===== src/hw/rtl/lfu_pkg.sv =====
// ----------------------------------------------------------------------------
// LFU frame package
// Shared widths, result kind codes, the compare-unit status struct and the
// saturating vote increment.
// ----------------------------------------------------------------------------
package lfu_pkg;

  localparam int SLOTS_DEF     = 16;
  localparam int ID_WIDTH_DEF  = 8;
  localparam int MAX_RESULTS   = 16;

  localparam int IN_DATA_W     = 8;
  localparam int IN_USER_W     = 1;
  localparam int OUT_ID_W      = 8;
  localparam int VOTES_W       = 16;
  localparam int TIME_W        = 32;
  localparam int OUT_DATA_W    = OUT_ID_W + VOTES_W;
  localparam int KIND_W        = 3;
  localparam int CFG_W         = 5;

  localparam logic [VOTES_W-1:0] VOTES_MAX = {VOTES_W{1'b1}};
  localparam logic [VOTES_W-1:0] VOTES_ONE = VOTES_W'(1);
  localparam logic [TIME_W-1:0]  TIME_MAX  = {TIME_W{1'b1}};

  localparam logic [KIND_W-1:0] KIND_VOTE    = 3'd0;
  localparam logic [KIND_W-1:0] KIND_INSERT  = 3'd1;
  localparam logic [KIND_W-1:0] KIND_REPLACE = 3'd2;
  localparam logic [KIND_W-1:0] KIND_LIST    = 3'd3;
  localparam logic [KIND_W-1:0] KIND_EMPTY   = 3'd4;

  localparam logic FUNC_RECOMMEND = 1'b0;
  localparam logic FUNC_LIST      = 1'b1;

  // Status of the shared compare unit for the entry currently being scanned.
  typedef struct packed {
    logic hit;         // entry member equals the key
    logic vic_better;  // entry is a better eviction victim than the best so far
    logic lst_ok;      // entry member lies above the last listed member
    logic lst_less;    // entry member is below the best pick so far
  } lfu_cmp_t;

  function automatic logic [VOTES_W-1:0] votes_bump(input logic [VOTES_W-1:0] v);
    votes_bump = (v == VOTES_MAX) ? v : v + VOTES_ONE;
  endfunction

endpackage


===== src/hw/rtl/lfu_slot_ram.sv =====
// ----------------------------------------------------------------------------
// LFU slot memory
// One write port and one read port with registered read data; holds the
// member id, vote count and insertion time of every slot.
// ----------------------------------------------------------------------------
module lfu_slot_ram #(
  parameter int DEPTH = 16,
  parameter int WIDTH = 56,
  parameter int AW    = 4
) (
  input  logic             clk,
  input  logic             wr_en,
  input  logic [AW-1:0]    wr_addr,
  input  logic [WIDTH-1:0] wr_data,
  input  logic             rd_en,
  input  logic [AW-1:0]    rd_addr,
  output logic [WIDTH-1:0] rd_data
);

  logic [WIDTH-1:0] mem [DEPTH];

  always_ff @(posedge clk) begin
    if (wr_en) begin
      mem[wr_addr] <= wr_data;
    end
    if (rd_en) begin
      rd_data <= mem[rd_addr];
    end
  end

endmodule


===== src/hw/rtl/lfu_cmp.sv =====
// ----------------------------------------------------------------------------
// LFU compare unit
// Compares one scanned slot entry against the key, the running best entry
// and the last listed member; shared by the recommend and list scans.
// ----------------------------------------------------------------------------
module lfu_cmp #(
  parameter int ID_WIDTH = 8
) (
  input  logic [ID_WIDTH-1:0]        key,
  input  logic [ID_WIDTH-1:0]        prev,
  input  logic                       have_prev,
  input  logic [ID_WIDTH-1:0]        ent_mem,
  input  logic [lfu_pkg::VOTES_W-1:0] ent_votes,
  input  logic [lfu_pkg::TIME_W-1:0]  ent_time,
  input  logic [ID_WIDTH-1:0]        best_mem,
  input  logic [lfu_pkg::VOTES_W-1:0] best_votes,
  input  logic [lfu_pkg::TIME_W-1:0]  best_time,
  output lfu_pkg::lfu_cmp_t          res
);

  import lfu_pkg::*;

  logic mem_lt;

  assign mem_lt = ent_mem < best_mem;

  always_comb begin
    res.hit        = (ent_mem == key);
    // Fewest votes first, then oldest insertion, then smaller id.
    res.vic_better = (ent_votes < best_votes) ||
                     ((ent_votes == best_votes) &&
                      ((ent_time < best_time) ||
                       ((ent_time == best_time) && mem_lt)));
    res.lst_ok     = !have_prev || (ent_mem > prev);
    res.lst_less   = mem_lt;
  end

endmodule


===== src/hw/rtl/lfu_frame_replacement.sv =====
// ----------------------------------------------------------------------------
// LFU frame replacement
// Frame of candidate slots with vote counts and insertion times; recommend
// beats vote, insert or evict, list beats walk the members in id order.
// ----------------------------------------------------------------------------
// Recommend: n slot memory reads, one per cycle, n = active frame size,
//   through the shared compare unit, then the result beat.
// List: (k + 1) scan passes of n reads each for k members, one result beat
//   per member or one empty beat; out_tready low with a full output
//   register holds a beat back. The input is ready again once an item's
//   last beat is loaded. Reset clears all slot valid bits and the
//   insertion counter, sets the frame size to LIM; config is always ready.
// ----------------------------------------------------------------------------
module lfu_frame_replacement #(
  parameter int SLOTS    = lfu_pkg::SLOTS_DEF,
  parameter int ID_WIDTH = lfu_pkg::ID_WIDTH_DEF
) (
  input  logic                           clk,
  input  logic                           rst_n,
  input  logic                           in_tvalid,
  output logic                           in_tready,
  input  logic [lfu_pkg::IN_DATA_W-1:0]  in_tdata,   // [7:0] candidate_id
  input  logic [lfu_pkg::IN_USER_W-1:0]  in_tuser,   // [0] func
  output logic                           out_tvalid,
  input  logic                           out_tready,
  output logic [lfu_pkg::OUT_DATA_W-1:0] out_tdata,  // [7:0] member_id, [23:8] votes
  output logic [lfu_pkg::KIND_W-1:0]     out_tuser,  // [2:0] kind
  output logic                           out_tlast,  // last
  input  logic                           cfg_valid,
  output logic                           cfg_ready,
  input  logic [lfu_pkg::CFG_W-1:0]      cfg_data    // [4:0] frame_size
);

  import lfu_pkg::*;

  localparam int LIM = (SLOTS < MAX_RESULTS) ? SLOTS : MAX_RESULTS;
  localparam int CW  = $clog2(LIM + 1);
  localparam int IW  = (SLOTS > 1) ? $clog2(SLOTS) : 1;
  localparam int EW  = TIME_W + VOTES_W + ID_WIDTH;

  localparam logic [1:0] S_IDLE = 2'd0;
  localparam logic [1:0] S_SCAN = 2'd1;
  localparam logic [1:0] S_RFIN = 2'd2;
  localparam logic [1:0] S_LFIN = 2'd3;

  logic [1:0]          state_r, state_nxt;
  logic                func_r, func_nxt;
  logic [ID_WIDTH-1:0] key_r, key_nxt;
  logic [CW-1:0]       n_eff_r;
  logic [TIME_W-1:0]   seq_r, seq_nxt;
  logic [SLOTS-1:0]    valid_r, valid_nxt;

  logic [CW-1:0]       addr_r, addr_nxt;
  logic                dv_r, dv_nxt;
  logic [IW-1:0]       didx_r, didx_nxt;

  logic                hit_f_r, hit_f_nxt;
  logic [IW-1:0]       hit_idx_r, hit_idx_nxt;
  logic [VOTES_W-1:0]  hit_votes_r, hit_votes_nxt;
  logic [TIME_W-1:0]   hit_time_r, hit_time_nxt;
  logic                free_f_r, free_f_nxt;
  logic [IW-1:0]       free_idx_r, free_idx_nxt;

  logic                best_f_r, best_f_nxt;
  logic [IW-1:0]       best_idx_r, best_idx_nxt;
  logic [ID_WIDTH-1:0] best_mem_r, best_mem_nxt;
  logic [VOTES_W-1:0]  best_votes_r, best_votes_nxt;
  logic [TIME_W-1:0]   best_time_r, best_time_nxt;

  logic                have_prev_r, have_prev_nxt;
  logic [ID_WIDTH-1:0] prev_r, prev_nxt;
  logic                pend_f_r, pend_f_nxt;
  logic [ID_WIDTH-1:0] pend_mem_r, pend_mem_nxt;
  logic [VOTES_W-1:0]  pend_votes_r, pend_votes_nxt;

  logic                out_valid_r, out_valid_nxt;
  logic [KIND_W-1:0]   out_kind_r;
  logic [OUT_ID_W-1:0] out_mem_r;
  logic [VOTES_W-1:0]  out_votes_r;
  logic                out_last_r;

  logic                emit;
  logic [KIND_W-1:0]   emit_kind;
  logic [OUT_ID_W-1:0] emit_mem;
  logic [VOTES_W-1:0]  emit_votes;
  logic                emit_last;

  logic                rd_en;
  logic [IW-1:0]       rd_addr;
  logic [EW-1:0]       rd_data;
  logic                wr_en;
  logic [IW-1:0]       wr_addr;
  logic [EW-1:0]       wr_data;

  logic [ID_WIDTH-1:0] ent_mem;
  logic [VOTES_W-1:0]  ent_votes;
  logic [TIME_W-1:0]   ent_time;
  logic                ent_valid;
  logic                can_emit;
  logic [VOTES_W-1:0]  hit_bumped;
  lfu_cmp_t            cmp;

  assign ent_mem    = rd_data[ID_WIDTH-1:0];
  assign ent_votes  = rd_data[ID_WIDTH +: VOTES_W];
  assign ent_time   = rd_data[ID_WIDTH + VOTES_W +: TIME_W];
  assign ent_valid  = valid_r[didx_r];
  assign can_emit   = !out_valid_r || out_tready;
  assign hit_bumped = votes_bump(hit_votes_r);

  assign in_tready  = (state_r == S_IDLE);
  assign cfg_ready  = 1'b1;
  assign out_tvalid = out_valid_r;
  assign out_tdata  = {out_votes_r, out_mem_r};
  assign out_tuser  = out_kind_r;
  assign out_tlast  = out_last_r;

  lfu_slot_ram #(
    .DEPTH (SLOTS),
    .WIDTH (EW),
    .AW    (IW)
  ) u_ram (
    .clk     (clk),
    .wr_en   (wr_en),
    .wr_addr (wr_addr),
    .wr_data (wr_data),
    .rd_en   (rd_en),
    .rd_addr (rd_addr),
    .rd_data (rd_data)
  );

  lfu_cmp #(
    .ID_WIDTH (ID_WIDTH)
  ) u_cmp (
    .key        (key_r),
    .prev       (prev_r),
    .have_prev  (have_prev_r),
    .ent_mem    (ent_mem),
    .ent_votes  (ent_votes),
    .ent_time   (ent_time),
    .best_mem   (best_mem_r),
    .best_votes (best_votes_r),
    .best_time  (best_time_r),
    .res        (cmp)
  );

  always_comb begin
    state_nxt      = state_r;
    func_nxt       = func_r;
    key_nxt        = key_r;
    seq_nxt        = seq_r;
    valid_nxt      = valid_r;
    addr_nxt       = addr_r;
    dv_nxt         = dv_r;
    didx_nxt       = didx_r;
    hit_f_nxt      = hit_f_r;
    hit_idx_nxt    = hit_idx_r;
    hit_votes_nxt  = hit_votes_r;
    hit_time_nxt   = hit_time_r;
    free_f_nxt     = free_f_r;
    free_idx_nxt   = free_idx_r;
    best_f_nxt     = best_f_r;
    best_idx_nxt   = best_idx_r;
    best_mem_nxt   = best_mem_r;
    best_votes_nxt = best_votes_r;
    best_time_nxt  = best_time_r;
    have_prev_nxt  = have_prev_r;
    prev_nxt       = prev_r;
    pend_f_nxt     = pend_f_r;
    pend_mem_nxt   = pend_mem_r;
    pend_votes_nxt = pend_votes_r;

    rd_en      = 1'b0;
    rd_addr    = IW'(addr_r);
    wr_en      = 1'b0;
    wr_addr    = best_idx_r;
    wr_data    = {seq_r, VOTES_ONE, key_r};
    emit       = 1'b0;
    emit_kind  = KIND_EMPTY;
    emit_mem   = '0;
    emit_votes = '0;
    emit_last  = 1'b1;

    case (state_r)
      S_IDLE: begin
        if (in_tvalid) begin
          func_nxt      = in_tuser[0];
          key_nxt       = ID_WIDTH'(in_tdata);
          addr_nxt      = '0;
          dv_nxt        = 1'b0;
          hit_f_nxt     = 1'b0;
          free_f_nxt    = 1'b0;
          best_f_nxt    = 1'b0;
          have_prev_nxt = 1'b0;
          pend_f_nxt    = 1'b0;
          state_nxt     = S_SCAN;
        end
      end

      S_SCAN: begin
        dv_nxt = 1'b0;
        if (addr_r < n_eff_r) begin
          rd_en    = 1'b1;
          dv_nxt   = 1'b1;
          didx_nxt = IW'(addr_r);
          addr_nxt = CW'(addr_r + 1'b1);
        end
        if (dv_r) begin
          if (func_r == FUNC_RECOMMEND) begin
            if (ent_valid && cmp.hit && !hit_f_r) begin
              hit_f_nxt     = 1'b1;
              hit_idx_nxt   = didx_r;
              hit_votes_nxt = ent_votes;
              hit_time_nxt  = ent_time;
            end
            if (!ent_valid && !free_f_r) begin
              free_f_nxt   = 1'b1;
              free_idx_nxt = didx_r;
            end
            if (ent_valid && (!best_f_r || cmp.vic_better)) begin
              best_f_nxt     = 1'b1;
              best_idx_nxt   = didx_r;
              best_mem_nxt   = ent_mem;
              best_votes_nxt = ent_votes;
              best_time_nxt  = ent_time;
            end
          end else if (ent_valid && cmp.lst_ok && (!best_f_r || cmp.lst_less)) begin
            best_f_nxt     = 1'b1;
            best_idx_nxt   = didx_r;
            best_mem_nxt   = ent_mem;
            best_votes_nxt = ent_votes;
            best_time_nxt  = ent_time;
          end
        end else if (!(addr_r < n_eff_r)) begin
          state_nxt = (func_r == FUNC_LIST) ? S_LFIN : S_RFIN;
        end
      end

      S_RFIN: begin
        if (can_emit) begin
          emit      = 1'b1;
          wr_en     = 1'b1;
          seq_nxt   = (seq_r == TIME_MAX) ? seq_r : seq_r + 1'b1;
          state_nxt = S_IDLE;
          if (hit_f_r) begin
            // A vote on a present member keeps its insertion time.
            wr_addr    = hit_idx_r;
            wr_data    = {hit_time_r, hit_bumped, key_r};
            emit_kind  = KIND_VOTE;
            emit_mem   = OUT_ID_W'(key_r);
            emit_votes = hit_bumped;
          end else if (free_f_r) begin
            wr_addr              = free_idx_r;
            valid_nxt[free_idx_r] = 1'b1;
            emit_kind            = KIND_INSERT;
            emit_mem             = OUT_ID_W'(key_r);
            emit_votes           = VOTES_ONE;
          end else begin
            wr_addr    = best_idx_r;
            emit_kind  = KIND_REPLACE;
            emit_mem   = OUT_ID_W'(best_mem_r);
            emit_votes = best_votes_r;
          end
        end
      end

      S_LFIN: begin
        // A pick is held back one pass so that the final beat can carry last.
        if (best_f_r) begin
          if (!pend_f_r || can_emit) begin
            if (pend_f_r) begin
              emit       = 1'b1;
              emit_kind  = KIND_LIST;
              emit_mem   = OUT_ID_W'(pend_mem_r);
              emit_votes = pend_votes_r;
              emit_last  = 1'b0;
            end
            pend_f_nxt     = 1'b1;
            pend_mem_nxt   = best_mem_r;
            pend_votes_nxt = best_votes_r;
            have_prev_nxt  = 1'b1;
            prev_nxt       = best_mem_r;
            best_f_nxt     = 1'b0;
            addr_nxt       = '0;
            state_nxt      = S_SCAN;
          end
        end else if (can_emit) begin
          emit      = 1'b1;
          state_nxt = S_IDLE;
          if (pend_f_r) begin
            emit_kind  = KIND_LIST;
            emit_mem   = OUT_ID_W'(pend_mem_r);
            emit_votes = pend_votes_r;
          end
        end
      end

      default: begin
        state_nxt = S_IDLE;
      end
    endcase

    out_valid_nxt = emit ? 1'b1 : (out_tready ? 1'b0 : out_valid_r);
  end

  always_ff @(posedge clk) begin
    if (!rst_n) begin
      state_r     <= S_IDLE;
      seq_r       <= '0;
      valid_r     <= '0;
      n_eff_r     <= CW'(LIM);
      dv_r        <= 1'b0;
      out_valid_r <= 1'b0;
    end else begin
      state_r     <= state_nxt;
      seq_r       <= seq_nxt;
      valid_r     <= valid_nxt;
      dv_r        <= dv_nxt;
      out_valid_r <= out_valid_nxt;
      if (cfg_valid) begin
        if (cfg_data > CFG_W'(LIM)) begin
          n_eff_r <= CW'(LIM);
        end else if (cfg_data == '0) begin
          n_eff_r <= CW'(1);
        end else begin
          n_eff_r <= CW'(cfg_data);
        end
      end
    end
  end

  always_ff @(posedge clk) begin
    func_r       <= func_nxt;
    key_r        <= key_nxt;
    addr_r       <= addr_nxt;
    didx_r       <= didx_nxt;
    hit_f_r      <= hit_f_nxt;
    hit_idx_r    <= hit_idx_nxt;
    hit_votes_r  <= hit_votes_nxt;
    hit_time_r   <= hit_time_nxt;
    free_f_r     <= free_f_nxt;
    free_idx_r   <= free_idx_nxt;
    best_f_r     <= best_f_nxt;
    best_idx_r   <= best_idx_nxt;
    best_mem_r   <= best_mem_nxt;
    best_votes_r <= best_votes_nxt;
    best_time_r  <= best_time_nxt;
    have_prev_r  <= have_prev_nxt;
    prev_r       <= prev_nxt;
    pend_f_r     <= pend_f_nxt;
    pend_mem_r   <= pend_mem_nxt;
    pend_votes_r <= pend_votes_nxt;
    if (emit) begin
      out_kind_r  <= emit_kind;
      out_mem_r   <= emit_mem;
      out_votes_r <= emit_votes;
      out_last_r  <= emit_last;
    end
  end

endmodule

===== config.mk =====
export PLATFORM = sky130hd
export DESIGN_NAME = lfu_frame_replacement
export DESIGN_NICKNAME = d
export VERILOG_FILES = /design/src/hw/rtl/lfu_pkg.sv /design/src/hw/rtl/lfu_slot_ram.sv /design/src/hw/rtl/lfu_cmp.sv /design/src/hw/rtl/lfu_frame_replacement.sv
export SDC_FILE = /design/constraint.sdc
export NUM_CORES = 1
export LEC_CHECK = 0
export BUFFER_PORTS_ARGS = -buffer_cell sky130_fd_sc_hd__buf_2
export CORE_MARGIN = 5
export CORE_UTILIZATION = 55
export DETAILED_ROUTE_END_ITERATION = 10
export PLACE_DENSITY = 0.73
export REMOVE_ABC_BUFFERS = 1
export SLEW_MARGIN = 20
export SYNTH_ARGS = -nofsm -noshare
export SYNTH_HDL_FRONTEND = slang
export SYNTH_SLANG_ARGS = --single-unit

===== constraint.sdc =====
create_clock -name clk -period 18.7 [get_ports clk]
set_clock_uncertainty 0.1 [all_clocks]
set_input_delay 3.74 -clock clk [delete_from_list [all_inputs] [get_ports clk]]
set_output_delay 3.74 -clock clk [all_outputs]
set_load 0.005 [all_outputs]

; After elaboration in Yosys (flattened, before gate mapping)
; Memories as Yosys holds them, arrays and structs flattened. A register that Yosys moved wholly into a read port is not among the register bits.
; Cells that the tools add are included.
[totals]
regBits = 247
memories = 1
mem_bits_rw = 896
word_cells = 207
out_inout_bits = 31
inputBits = 19
[mem_list]
columns = memory, depth, word_bits, read_ports, rd_ports_with_merged_regs, wr, line
row1 = u_ram.mem, 16, 56, 1, 1, 1, lfu_slot_ram.sv:20  ; logic [WIDTH-1:0] mem [DEPTH];
[op_classes]
n_reduce_logical = 44
eq_ne = 22
bitwise = 4
order_cmp = 9
muxes = 96
n_addsub = 3
[op_table]
columns = cell, count
row1 = $mux W16, 11
row2 = $mux W56, 3
row3 = $mux W32, 3
row4 = $mux W8, 10
row5 = $add A32 B1 Y32 const B, 1
row6 = $eq A32 B32 Y1, 1
row7 = $eq A32 B32 Y1 const B, 1
row8 = $lt A32 B32 Y1, 1
row9 = $pmux W16 S2, 1
row10 = $mux W1, 30
row11 = $mux W5, 6
row12 = $mux W4, 7
row13 = $reduce_and A4 Y1, 6
row14 = $ne A2 B2 Y1 const B, 10
row15 = $reduce_and A5 Y1, 4
row16 = $add A16 B1 Y16 const B, 1
row17 = $eq A16 B16 Y1, 1
row18 = $eq A16 B16 Y1 const B, 1
row19 = $lt A16 B16 Y1, 1
row20 = $mux W2, 8
row21 = $or A16 B16 Y16, 1
row22 = $pmux W8 S2, 1
row23 = $mux W3, 5
row24 = $pmux W5 S3, 1
row25 = other kinds (28), 63

; Logic depth before layout (Yosys ltp)
[depth]
word_depth = 11
mapped_depth = 10
ltp_nobuf = 9

; Hierarchy
; A second synthesis with hierarchy kept.
[unflattened]
hier_cells = 2494
hier_area_um2 = 47211.5
[modules_own_cells]
columns = module, instances, seq_area_each_um2, cells_each, area_each_um2
row1 = lfu_slot_ram, 1, 28587.4, 1445, 35238.8
row2 = lfu_frame_replacement, 1, 6846.6, 815, 10252.3
row3 = lfu_cmp, 1, 0.0, 234, 1720.4

; Least setup slack after synthesis
; No wires, ideal clock.
[synth_timing]
path_type = input -> register
start = input out_tready
end = memory u_ram.mem[5][0] (enable)
path_stages = 8
arrival_time_ns = 8.814
path_slack_ns = 9.247
setup_time_ns = 0.539
required_time_ns = 18.061
n_path_buf = 2
path_cell_list = nand2b_1 -> and3_1 -> buf_2 -> and2_1 -> buf_2 -> a221oi_2 -> nand3_1 -> nor3_1
[synth_via]
elab_chain_len = 5
elab_cells_between_ends = 7
classes_between = mux (6) / reduce/logical (1)
[synth_lines]
columns = element, line
row1 = from (decl), lfu_frame_replacement.sv:25  ; input logic out_tready,
row2 = $logic_or A1 B1 Y1 (*), lfu_frame_replacement.sv:107  ; assign can_emit = !out_valid_r || out_tready;
row3 = $mux W1, lfu_frame_replacement.sv:239  ; if (can_emit) begin
row4 = $mux W1, lfu_frame_replacement.sv:183  ; case (state_r)
row5 = $mux W1, lfu_slot_ram.sv:23  ; if (wr_en) begin
row6 = $mux W1 (not written as such), lfu_slot_ram.sv:24  ; mem[wr_addr] <= wr_data;
row7 = to (decl), lfu_slot_ram.sv:20
; Every way passes the cells marked *; elsewhere a longest branch is shown, timed or not.

; Worst setup path in the final report
[layout_timing]
start = input out_tready
end = memory u_ram.mem[10][31] (enable)
; The elaborated chain is that of the path after synthesis.

==> flow_summary.ini <==
[outcome]
outcome = finished, final reports clean

[synth]
synth_common_cells = edfxtp_1, mux4_2, nand2_1, inv_1, ha_1
netlist_area_mm2 = 0.0470
synth_top_flop_cell = edfxtp_1
syn_inst = 2345
synth_top_area_share_pct = 72.9
synth_edf_count = 1142
netlist_top_cells_area = edfxtp_1, mux4_2, dfxtp_1, ha_1, nand2_1
synth_cell_types = 61
synthArstFlopShare_pct = 0
yosysMostFrequentCell = edfxtp_1
synth-seq-area-share_pct = 75.4
yosys_warnings = 0
synth_top_area_cell = edfxtp_1
synth-seq-cells = 1199
syn_area_per_cell_um2 = 20.1

[worst_hold_path]
hold_start = valid_r[12]$_SDFFE_PN0P_
hold_path.class = reg2reg
whs_path_depth = 1
whs_endpoint = valid_r[12]$_SDFFE_PN0P_

[critical_path]
reg2reg_depth = 9
critical_path_class = in2reg
critical_path.endpoint_type = flop
cp.arrival_ns = 7.71
crit_required_ns = 18.91
rrSetupSlack_ns = 13.58
cp-start-kind = primary input
reg2reg_to = best_time_r[10]$_DFFE_PP_
critical_path.max_fanout = 44
r2r_start = u_ram.rd_data[53]$_DFFE_PP_

[timing]
fmax_mhz = 133
worst_slew_pin_slew_ns = 1.17
setup_violations = 0
period_needed_ns = 7.50
maxSlewHeadroom_pct = 21.7
rsz0062_at_grt = no
fin_tns_setup_ns = 0
fin_ws_ns = 11.20
slew_viol_final = 0
hold_violations = 0
fin_crit_sh_pct = 40.1

[clocking]
cts.sinks = 1199
clock_path_buffers = 3
clk_pin_slew_ns = 0.06
cts_resized = 0
clock_latency_ns = 0.70
cts_max_level = 3
cts_root_buf = clkbuf_16
cts_tree = yes
postCtsSetupBuffers = 0
cts_buffers = 115
hold_buffers = 0

[detailed_routing]
drt_wl_total_um = 105000
drt_iter0_drc = 2904
route.detailed.wl_per_inst_um = 28.4
via_per_inst = 6.32
vias = 23400
drtPass1Iterations = 5
ant_nets = 0
drc = 0

[die]
die_w_um = 302
fp-row-count = 107
core_mm2 = 0.0850
die_h_um = 302
dieArea_mm2 = 0.0914
start_util_pct = 55.3
ioPinCount = 50

[final_layout]
synthToLayoutAreaGrowth_pct = 12.4
design_area_mm2 = 0.0528
drive_gt1_share_pct = 23.6
nNetsFinal = 2543

[grt]
grt_pass1_vias = 24000
grt_pass1_wl_um = 156000
antenna_found_initial = 2
gr-usage-all-layers_pct = 23.3
grt_max_degree = 162
grt.overflow.total = 0

[pwr]
cellPowerDensity_mw_per_mm2 = 117
p_leak_nw = 18.7
max-vdd-ir-drop_mv = 0.182

[place]
hpwl_um = 56600
io_buffers = 48
place_congestion = 0.800
placed_cell_area_mm2 = 0.0488
place_ws_ns = 10.57

[run]
cap_viol_max_count = 0
==> metrics by stage <==
| stage | utilization [%] | cells | power [mW] | hold slack (ns) |
|---|---|---|---|---|
| after floorplan | - | 2244 | 3.70 | 0.335 |
| after global placement | 57.4 | 3480 | 3.77 | 0.341 |
| after detailed placement | 57.4 | 3480 | 3.79 | 0.354 |
| after CTS | 62.1 | 3698 | 6.20 | 0.369 |
| after global routing | 62.1 | 3699 | 6.37 | 0.391 |
| final | 62.1 | 3700 | 6.16 | 0.366 |
==> kinds of logic (layout without fill, tap and decap cells) <==
logic type | Yosys count | count (layout) | share of synthesized area [%]
muxes | 289 | 289 | 13.7
DFF | 1199 | 1199 | 75.4
xor gates and xnor gates | 48 | 48 | 0.894
adders and majority gates | 70 | 70 | 1.86
other | 1 | 2 | 0.00798
buffers and inverters | 190 | 400 | 1.60
and+or+nand+nor | 400 | 400 | 4.23
AOI/OAI and AO/OA | 148 | 148 | 2.30
==> registers in the layout, indices dropped and copies added (netlist names), 8 cells and up <==
register	flops
seq_r	32
valid_r	16
best_time_r	32
u_ram.rd_data	56
out_votes_r	16
out_mem_r	8
pend_votes_r	16
u_ram.mem	896
best_mem_r	8
key_r	8
hit_time_r	32
best_votes_r	16
hit_votes_r	16
pend_mem_r	8
==> worst max-delay path: stages <==
cell and delay, ns:
buf_2 0.10, nand2b_1 0.22, and3_1 0.45, and2_2 0.34
buf_4 0.32, a221oi_2 0.55, nand3_1 0.36, nor2_4 0.87
buf_4 0.70
==> power breakdown <==
group | switching (mW) | internal (mW)
logic | 0.359 | 0.303
clock network | 0.992 | 1.44
registers | 0.0566 | 3.01
total | 1.41 | 4.75
==> per-layer routing <==
layer	vias to the layer above	GRT usage, %	routed length (um)
li1	9743	-	-
met1	12300	33.4	41700
met2	1089	37.1	51300
met3	195	4.51	9170
met4	2	6.97	2870
met5	-	0	17
==> worst max-delay path by stage <==
stage / cells after the start / from / slack (ns) / end
6_report: 9 / out_tready / 11.20 / u_ram.mem[10][31]$_DFFE_PP_
5_1_grt: 9 / out_tready / 11.08 / u_ram.mem[10][29]$_DFFE_PP_
4_1_cts: 9 / out_tready / 11.26 / u_ram.mem[3][44]$_DFFE_PP_
3_5_place_dp: 9 / out_tready / 10.57 / u_ram.mem[11][24]$_DFFE_PP_
3_3_place_gp: 9 / out_tready / 10.68 / u_ram.mem[3][35]$_DFFE_PP_
2_1_floorplan: 6 / addr_r[0]$_SDFFCE_PN0P_ / 8.00 / didx_r[0]$_DFFE_PP_
==> final cells by class <==
type | instances | area (um2)
Antenna cell | 1 | 2.50
Clock buffer | 140 | 3080
Clock inverter | 78 | 928
Fill cell | 5646 | 32200
Inverter | 89 | 334
Multi-Input combinational cell | 956 | 11000
Sequential cell | 1199 | 35400
Tap cell | 1144 | 1430
Timing Repair Buffer | 93 | 629
==> cells in the final DEF, fill, tap and decap left out, types with 8 or more instances in the layout <==
master     Yosys  layout
nor2b_1        9       9
nand2_1      139     138
clkbuf_1      56      14
inv_1         89      88
buf_4          2      42
clkinv_1       0      19
buf_2         20      47
o21ai_0       21      21
mux4_2       285     285
o21a_1        15      15
clkinv_2       0      30
nand2b_1      17      17
xnor2_1       23      23
clkbuf_8       0      11
a222oi_1       8       8
nor2_4         0      13
nand4_1       24      24
a21oi_1       41      40
edfxtp_1    1142    1142
and2_1        37      36
dfxtp_1       57      57
bufinv_16      0      19
nand3_1       48      48
xor2_1        25      25
nor3_1        17      11
clkbuf_16      0     115
ha_1          70      70
nor2_1        64      49
a221o_1       18      18
and3_1        13      12
Power figures use the tool's default switching activity.
